**src/sv/vpfp_pkg.sv**
```systemverilog
`default_nettype none
// ---------------------------------------------------------------------------
// vpfp_pkg
// Shared types and constants for the virtual-link probe frame parser.
// ---------------------------------------------------------------------------
package vpfp_pkg;

    localparam int unsigned POS_W  = 6;
    localparam int unsigned ADDR_W = 3;

    localparam logic [15:0] ETH_TYPE_VLAN = 16'h8100;
    localparam logic [15:0] ETH_TYPE_IPV4 = 16'h0800;
    localparam logic [3:0]  IPV4_VERSION  = 4'd4;
    localparam logic [7:0]  IP_PROTO_UDP  = 8'd17;

    localparam logic [15:0] PORT_RESET  = 16'd100;
    localparam logic [31:0] MAGIC_RESET = 32'd0;

    localparam logic [POS_W-1:0] POS_ETYPE_LO = 6'd13;
    localparam logic [POS_W-1:0] POS_VLAN_LO  = 6'd15;
    localparam logic [POS_W-1:0] HDR_UNTAGGED = 6'd14;
    localparam logic [POS_W-1:0] HDR_TAGGED   = 6'd18;
    localparam logic [POS_W-1:0] POS_MIN_LAST = 6'd57;
    localparam logic [POS_W-1:0] POS_MAX      = 6'd63;

    // offsets from the IPv4 header start
    localparam logic [POS_W-1:0] REL_VERSION  = 6'd0;
    localparam logic [POS_W-1:0] REL_PROTOCOL = 6'd9;
    localparam logic [POS_W-1:0] REL_SRC_PORT = 6'd21;
    localparam logic [POS_W-1:0] REL_DST_PORT = 6'd23;
    localparam logic [POS_W-1:0] REL_MAGIC    = 6'd31;
    localparam logic [POS_W-1:0] REL_LINK     = 6'd33;
    localparam logic [POS_W-1:0] REL_SOURCE   = 6'd34;
    localparam logic [POS_W-1:0] REL_SEQUENCE = 6'd39;

    localparam logic REG_MAGIC = 1'b0;
    localparam logic REG_PORT  = 1'b1;

    typedef struct packed {
        logic [31:0] magic;
        logic [15:0] probe_port;
    } t_cfg;

    typedef struct packed {
        logic        matched;
        logic [15:0] link_id;
        logic [7:0]  source_port;
        logic [31:0] seq_number;
        logic [11:0] vlan_id;
    } t_result;

endpackage
`default_nettype wire

```
**src/sv/vpfp_cfg_regs.sv**
```systemverilog
`default_nettype none
// ---------------------------------------------------------------------------
// vpfp_cfg_regs
// APB register file: expected magic and probe UDP port.
// ---------------------------------------------------------------------------
module vpfp_cfg_regs (
    input  wire logic                        i_clk,
    input  wire logic                        i_rst_n,
    input  wire logic                        psel,
    input  wire logic                        penable,
    input  wire logic                        pwrite,
    input  wire logic [vpfp_pkg::ADDR_W-1:0] paddr,
    input  wire logic [31:0]                 pwdata,
    output logic      [31:0]                 prdata,
    output logic                             pready,
    output vpfp_pkg::t_cfg                   o_cfg
);

    logic [31:0] r_magic;
    logic [15:0] r_port;
    logic        wr_en;

    assign wr_en  = psel && penable && pwrite;
    assign pready = 1'b1;

    always_ff @(posedge i_clk) begin
        if (!i_rst_n) begin
            r_magic <= vpfp_pkg::MAGIC_RESET;
            r_port  <= vpfp_pkg::PORT_RESET;
        end else if (wr_en) begin
            unique case (paddr[2])
                vpfp_pkg::REG_MAGIC: r_magic <= pwdata;
                vpfp_pkg::REG_PORT:  r_port  <= pwdata[15:0];
                default:             r_magic <= r_magic;
            endcase
        end
    end

    always_comb begin
        unique case (paddr[2])
            vpfp_pkg::REG_MAGIC: prdata = r_magic;
            vpfp_pkg::REG_PORT:  prdata = {16'd0, r_port};
            default:             prdata = 32'd0;
        endcase
    end

    assign o_cfg.magic      = r_magic;
    assign o_cfg.probe_port = r_port;

endmodule
`default_nettype wire

```
**src/sv/vpfp_parser.sv**
```systemverilog
`default_nettype none
// ---------------------------------------------------------------------------
// vpfp_parser
// Per-frame parse state and the single-pass byte check and capture logic.
// ---------------------------------------------------------------------------
module vpfp_parser (
    input  wire logic           i_clk,
    input  wire logic           i_rst_n,
    input  wire logic           i_accept,
    input  wire logic [7:0]     i_data_byte,
    input  wire logic           i_last_byte,
    input  wire vpfp_pkg::t_cfg i_cfg,
    output vpfp_pkg::t_result   o_result
);

    logic [vpfp_pkg::POS_W-1:0] r_pos;
    logic                       r_tagged;
    logic                       r_rejected;
    logic [31:0]                r_shift;
    logic [11:0]                r_vlan;
    logic [15:0]                r_link;
    logic [7:0]                 r_source;
    logic [31:0]                r_seq;

    logic [vpfp_pkg::POS_W-1:0] n_pos;
    logic                       n_tagged;
    logic                       n_rejected;
    logic [31:0]                n_shift;
    logic [11:0]                n_vlan;
    logic [15:0]                n_link;
    logic [7:0]                 n_source;
    logic [31:0]                n_seq;

    logic [vpfp_pkg::POS_W-1:0] base;
    logic [vpfp_pkg::POS_W-1:0] rel;
    logic                       frame_ok;

    always_comb begin
        n_shift    = {r_shift[23:0], i_data_byte};
        n_tagged   = r_tagged;
        n_rejected = r_rejected;
        n_vlan     = r_vlan;
        n_link     = r_link;
        n_source   = r_source;
        n_seq      = r_seq;

        if (r_pos == vpfp_pkg::POS_ETYPE_LO) begin
            if (n_shift[15:0] == vpfp_pkg::ETH_TYPE_VLAN) begin
                n_tagged = 1'b1;
            end else if (n_shift[15:0] != vpfp_pkg::ETH_TYPE_IPV4) begin
                n_rejected = 1'b1;
            end
        end else if (r_pos == vpfp_pkg::POS_VLAN_LO && r_tagged) begin
            n_vlan = n_shift[11:0];
        end

        base = n_tagged ? vpfp_pkg::HDR_TAGGED : vpfp_pkg::HDR_UNTAGGED;
        rel  = r_pos - base;

        if (r_pos >= base) begin
            case (rel)
                vpfp_pkg::REL_VERSION: begin
                    if (i_data_byte[7:4] != vpfp_pkg::IPV4_VERSION) n_rejected = 1'b1;
                end
                vpfp_pkg::REL_PROTOCOL: begin
                    if (i_data_byte != vpfp_pkg::IP_PROTO_UDP) n_rejected = 1'b1;
                end
                vpfp_pkg::REL_SRC_PORT, vpfp_pkg::REL_DST_PORT: begin
                    if (n_shift[15:0] != i_cfg.probe_port) n_rejected = 1'b1;
                end
                vpfp_pkg::REL_MAGIC: begin
                    if (n_shift != i_cfg.magic) n_rejected = 1'b1;
                end
                vpfp_pkg::REL_LINK:     n_link   = n_shift[15:0];
                vpfp_pkg::REL_SOURCE:   n_source = i_data_byte;
                vpfp_pkg::REL_SEQUENCE: n_seq    = n_shift;
                default: ;
            endcase
        end

        n_pos = (r_pos < vpfp_pkg::POS_MAX) ? r_pos + 1'b1 : r_pos;

        frame_ok = !n_rejected && (r_pos >= vpfp_pkg::POS_MIN_LAST);
        o_result.matched     = frame_ok;
        o_result.link_id     = frame_ok ? n_link   : 16'd0;
        o_result.source_port = frame_ok ? n_source : 8'd0;
        o_result.seq_number  = frame_ok ? n_seq    : 32'd0;
        o_result.vlan_id     = (frame_ok && n_tagged) ? n_vlan : 12'd0;
    end

    always_ff @(posedge i_clk) begin
        if (!i_rst_n || (i_accept && i_last_byte)) begin
            r_pos      <= '0;
            r_tagged   <= 1'b0;
            r_rejected <= 1'b0;
            r_shift    <= '0;
            r_vlan     <= '0;
            r_link     <= '0;
            r_source   <= '0;
            r_seq      <= '0;
        end else if (i_accept) begin
            r_pos      <= n_pos;
            r_tagged   <= n_tagged;
            r_rejected <= n_rejected;
            r_shift    <= n_shift;
            r_vlan     <= n_vlan;
            r_link     <= n_link;
            r_source   <= n_source;
            r_seq      <= n_seq;
        end
    end

endmodule
`default_nettype wire

```
**src/sv/vl_probe_frame_parser_top.sv**
```systemverilog
`default_nettype none
// ---------------------------------------------------------------------------
// vl_probe_frame_parser_top
// Byte-serial parser for virtual-link UDP probe frames.
// ---------------------------------------------------------------------------
// Takes one frame byte per cycle, one transfer per clock sustained unless a
// last byte is stalled. Each byte goes through a single pass of compare and
// capture logic against the parse state; the byte marked last loads the
// result register, whose transfer is offered on the next cycle. Only a last
// byte waits for the result register: it stalls while that register is full
// and its transfer is stalled, so a frame's body keeps streaming meanwhile.
// Registers: expected_magic at 0x0, probe_udp_port at 0x4.
// ---------------------------------------------------------------------------
module vl_probe_frame_parser_top (
    input  wire logic                        i_clk,
    input  wire logic                        i_rst_n,
    input  wire logic                        psel,
    input  wire logic                        penable,
    input  wire logic                        pwrite,
    input  wire logic [vpfp_pkg::ADDR_W-1:0] paddr,
    input  wire logic [31:0]                 pwdata,
    output logic      [31:0]                 prdata,
    output logic                             pready,
    input  wire logic                        i_in_valid,
    output logic                             o_in_stall,
    input  wire logic [7:0]                  i_data_byte,
    input  wire logic                        i_last_byte,
    output logic                             o_out_valid,
    input  wire logic                        i_out_stall,
    output logic                             o_matched,
    output logic      [15:0]                 o_link_id,
    output logic      [7:0]                  o_source_port,
    output logic      [31:0]                 o_seq_number,
    output logic      [11:0]                 o_vlan_id
);

    vpfp_pkg::t_cfg    cfg;
    vpfp_pkg::t_result result;
    vpfp_pkg::t_result r_out;
    logic              r_out_valid;
    logic              in_accept;
    logic              out_busy;

    vpfp_cfg_regs u_cfg (
        .i_clk   (i_clk),
        .i_rst_n (i_rst_n),
        .psel    (psel),
        .penable (penable),
        .pwrite  (pwrite),
        .paddr   (paddr),
        .pwdata  (pwdata),
        .prdata  (prdata),
        .pready  (pready),
        .o_cfg   (cfg)
    );

    vpfp_parser u_parser (
        .i_clk       (i_clk),
        .i_rst_n     (i_rst_n),
        .i_accept    (in_accept),
        .i_data_byte (i_data_byte),
        .i_last_byte (i_last_byte),
        .i_cfg       (cfg),
        .o_result    (result)
    );

    assign out_busy   = r_out_valid && i_out_stall;
    assign o_in_stall = out_busy && i_last_byte;
    assign in_accept  = i_in_valid && !o_in_stall;

    always_ff @(posedge i_clk) begin
        if (!i_rst_n) begin
            r_out_valid <= 1'b0;
        end else if (in_accept && i_last_byte) begin
            r_out_valid <= 1'b1;
        end else if (!i_out_stall) begin
            r_out_valid <= 1'b0;
        end
    end

    always_ff @(posedge i_clk) begin
        if (in_accept && i_last_byte) begin
            r_out <= result;
        end
    end

    assign o_out_valid   = r_out_valid;
    assign o_matched     = r_out.matched;
    assign o_link_id     = r_out.link_id;
    assign o_source_port = r_out.source_port;
    assign o_seq_number  = r_out.seq_number;
    assign o_vlan_id     = r_out.vlan_id;

endmodule
`default_nettype wire
```
**config.mk**
```make
export PLATFORM = sky130hd
export DESIGN_NAME = vl_probe_frame_parser_top
export DESIGN_NICKNAME = d
export VERILOG_FILES = /design/src/sv/vpfp_pkg.sv /design/src/sv/vpfp_cfg_regs.sv /design/src/sv/vpfp_parser.sv /design/src/sv/vl_probe_frame_parser_top.sv
export SDC_FILE = /design/constraint.sdc
export NUM_CORES = 1
export LEC_CHECK = 0
export ABC_CLOCK_PERIOD_IN_PS = 4200
export BUFFER_PORTS_ARGS = -buffer_cell sky130_fd_sc_hd__buf_2
export CAP_MARGIN = 10
export CORE_MARGIN = 2
export CORE_UTILIZATION = 29
export CTS_CLUSTER_SIZE = 30
export DETAILED_ROUTE_END_ITERATION = 8
export HOLD_SLACK_MARGIN = 0.15
export PLACE_DENSITY_LB_ADDON = 0.15
export SYNTH_ARGS = -nofsm -noshare
export SYNTH_HDL_FRONTEND = slang
export SYNTH_SLANG_ARGS = --single-unit
```
**constraint.sdc**
```tcl
create_clock -name i_clk -period 4.2 [get_ports i_clk]
set_input_delay 0 -clock i_clk [delete_from_list [all_inputs] [get_ports i_clk]]
set_output_delay 0 -clock i_clk [all_outputs]
set_load 0.1 [all_outputs]
```
==> flow_metrics.py <==
metrics = {
    "outcome": {
        "status": "completed",
    },
    "timing": {
        "fmax_ghz": 0.2554,
        "finalHoldViolCount": 0,
        "worst_pin_slew_ns": 0.9075,
        "slew_violations": 0,
        "layout_min_cycle_time_ns": 3.916,
        "skew_ns": 0.01802,
        "max_slew_margin_pct": 39.32,
        "setup_viol": 0,
        "rsz0062_at_grt": "false",
        "tns_ns": 0,
        "min_period_over_period_pct": 93.23,
    },
    "clocking": {
        "cts_buffer_depth": 3,
        "path_clk_slew_ns": 0.06,
        "insertion_delay_ns": 0.54,
        "cts_made_buffers": 26,
        "htree_num_levels": 1,
        "cts.sinks": 218,
        "tritoncts": "yes",
        "clock-root-buffer": "clkbuf_16",
    },
    "routing": {
        "wl_per_cell_microns": 17.67,
        "ant_nets": 0,
        "routed_wl_mm": 30.52,
        "dr.pass1.iters": 4,
        "drtIter0Drc": 369,
        "drc": 0,
        "routed_via_density": 4.682,
        "dr_total_vias": 8085,
    },
    "final_layout": {
        "n_antenna_cell": 0,
        "multi_input_comb_area_sq_um": 4851,
        "fill_cells": 3596,
        "final_layout_size_suffix_gt1_share_pct": 23.06,
        "regArea_sq_um": 5055,
        "syn_to_final_growth_pct": 27.19,
        "finalNetCount": 1305,
        "finalNonFillerCells": 1727,
    },
    "setup_path": {
        "critical_path_class": "flop to flop",
        "max_stage_delay_ns": 0.68,
        "startpoint_type": "flop",
        "crit_start": "u_parser.r_pos[1]$_SDFFE_PP0P_",
        "cp_data_required_time_ns": 4.45,
        "crit_slowest_cell": "or4_2",
        "arrival_ns": 4.17,
        "r2r-start": "u_parser.r_pos[1]$_SDFFE_PP0P_",
        "end_kind": "flop",
        "path_cells": "inv_1 > ha_1 > and4b_1 > and2_2 > a21oi_4 > inv_1 > ha_1 > a21bo_2 > a221o_1 > o31a_1 > or4_2 > buf_8 > mux2i_1 > nor3_1",
        "crit_fanout": 16,
    },
    "yosys": {
        "async_flop_share_pct": 0,
        "synth_warnings": 0,
        "syn_avg_cell_area_sq_um": 9.922,
        "ys_types": 61,
        "synth_seq_cells": 218,
        "ys.flop_type": "dfxtp_1",
        "synth_area_sq_um": 10380,
        "synth.net_count": 1104,
        "synth_edf_count": 69,
        "ys_seq_area_share_pct": 48.70,
        "synth_cells": 1046,
    },
    "placement": {
        "numPortBuffers": 151,
        "dp_cells": 1611,
        "place.gp.congestion": 0.8465,
        "dp_hpwl_mm": 20.30,
    },
    "floorplanning": {
        "initial_core_util_pct": 29.32,
        "die_y_microns": 193.2,
        "die_area_sq_um": 37320,
        "io_pins": 155,
        "fp.dieW_microns": 193.2,
        "row_count": 69,
        "core_sq_um": 35400,
    },
    "pwr": {
        "total_power_mw": 5.140,
        "leakagePower_nw": 5.224,
        "worst_ir_drop_vdd_uv": 276.6,
        "p_per_area_nw_per_um2": 389.4,
    },
    "hold_path": {
        "hp-class": "input port to flop",
        "min-delay-start": "i_last_byte",
    },
    "grt": {
        "busiest_layer": "met2",
        "antenna_found_initial": 1,
        "grt_util_met1_pct": 23.14,
        "grt_use_total_pct": 16.19,
        "grt_max_degree": 61,
        "use_met2_pct": 26.11,
        "grt_first_pass_wirelength_mm": 46.51,
        "grtUsageMet3_pct": 2.281,
        "overflow": 0,
        "grt_pass1_vias": 7918,
    },
    "run": {
        "maxCapViolCount": 0,
    },
}
sequential cells by signal (all words and copies together) (netlist names):
signal and cells:
o_seq_number 32, u_cfg.r_magic 32, u_parser.r_seq 32, u_parser.r_shift 24, o_link_id 16, u_cfg.r_port 16
u_parser.r_link 16, o_vlan_id 12, u_parser.r_vlan 12, o_source_port 8, u_parser.r_source 8, u_parser.r_pos 6
o_matched 1, o_out_valid 1, u_parser.r_rejected 1, u_parser.r_tagged 1
power by group:
part | total, mW | internal [mW] | leakage (nW) | switching (mW)
sequential | 2.25 | 2.22 | 1.81 | 0.0290
clock | 2.28 | 1.37 | 0.421 | 0.910
combinational | 0.615 | 0.146 | 2.99 | 0.469
Yosys cell counts (3+ instances only):
library cell  instances  share of area [%]
a211oi_1              3               0.22
a21boi_0             47                3.4
a21oi_1              45                2.2
buf_1                 3               0.11
buf_2                19               0.92
buf_4                 3               0.22
buf_6                 8               0.87
clkbuf_1             54                2.0
dfxtp_1             149                 29
edfxtp_1             69                 20
ha_1                  7               0.84
inv_1                 9               0.33
mux2_2               17                1.8
mux2i_1             126                 12
nand2_1             182                6.6
nand2b_1              7               0.42
nand3_1               9               0.43
nand4_1              16               0.96
nor2_1               77                2.8
nor2b_1              16               0.96
nor3_1               49                2.4
nor3_2                8               0.77
nor4_1                5               0.30
nor4_2               15                1.8
o21ai_0               5               0.24
or4_1                 3               0.22
xnor2_1              52                4.4
timing repair:
item,CTS,global route
hold buffers,68,0
hold endpoints to repair,117,0
setup endpoints to repair,0,26
buffers inserted,0,1
resized for setup,0,3
cell usage in the layout, fill, tap and decap left out, types with 4 or more instances in the layout:
cell / count
mux2i_1: 126
nor2_1: 76
a21boi_0: 47
mux2_2: 17
dfxtp_1: 149
buf_2: 151
xnor2_1: 52
a21oi_1: 45
ha_1: 7
clkbuf_8: 4
clkinv_2: 4
nor4_1: 5
nor2b_1: 16
nor4_2: 15
clkbuf_16: 27
clkbuf_1: 6
nand4_1: 16
inv_1: 8
nand2_1: 181
nand3_1: 9
nor3_1: 49
dlygate4sd3_1: 68
nor3_2: 8
edfxtp_1: 69
o21ai_0: 5
buf_4: 39
nand2b_1: 7
worst paths after layout:
path	end	slack, ns	cells past startpoint
min reg2reg	u_parser.r_vlan[1]$_SDFFE_PP0P_	0.45	2
min	u_parser.r_shift[7]$_SDFFE_PP0P_	0.20	6
max reg2reg	o_seq_number[27]$_SDFFCE_PN0P_	0.28	14
max	o_seq_number[27]$_SDFFCE_PN0P_	0.28	14
critical path, delay by kind of cell (launching register included):
kind	cells	cell delay, ns
AND/OR/NAND/NOR	4	1.22
flip-flops	1	0.32
multiplexers	1	0.17
AO/OA/AOI/OAI	4	1.05
buffers and inverters	3	0.36
adder cells (fa/ha/maj)	2	0.50
layer usage:
metal / share of wire [%] / up-vias
met4: 1.5 / 0
met2: 45 / 181
met3: 4.3 / 28
met5: 0 / -
met1: 49 / 3856
li1: - / 4020
kinds of logic (layout without fill, tap and decap cells):
group	count (synthesis)	count (layout)	share of synthesized area, %
adders and majority gates	7	7	0.8438
buffers and inverters	99	319	4.677
other	1	1	0.03613
and+or+nand+nor	403	403	19.06
AOI/OAI and AO/OA	120	120	7.981
DFF	218	218	48.70
xor gates and xnor gates	54	54	4.557
muxes	144	144	14.14
stage by stage:
stage	hold slack, ns	cell area, sq um	utilization [%]	setup slack (ns)
CTS	0.1729	13180	37.24	0.1578
floorplan	0.1242	10380	-	0.02323
global placement	0.2342	11630	32.86	0.2414
finish	0.1954	13200	37.29	0.2845
global route	0.2419	13200	37.29	0.02137
detailed placement	0.2375	11630	32.86	0.1518
final cells by class:
| class | count | share of cell area, % |
|---|---|---|
| multi-input cells | 729 | 36.75 |
| clock buffers | 37 | 5.706 |
| well taps | 461 | 4.370 |
| clock inverters | 10 | 0.8720 |
| inverters | 9 | 0.2559 |
| flip-flops and latches | 218 | 38.29 |
| repair buffers | 263 | 13.75 |
(Power assumes the default switching activity.)
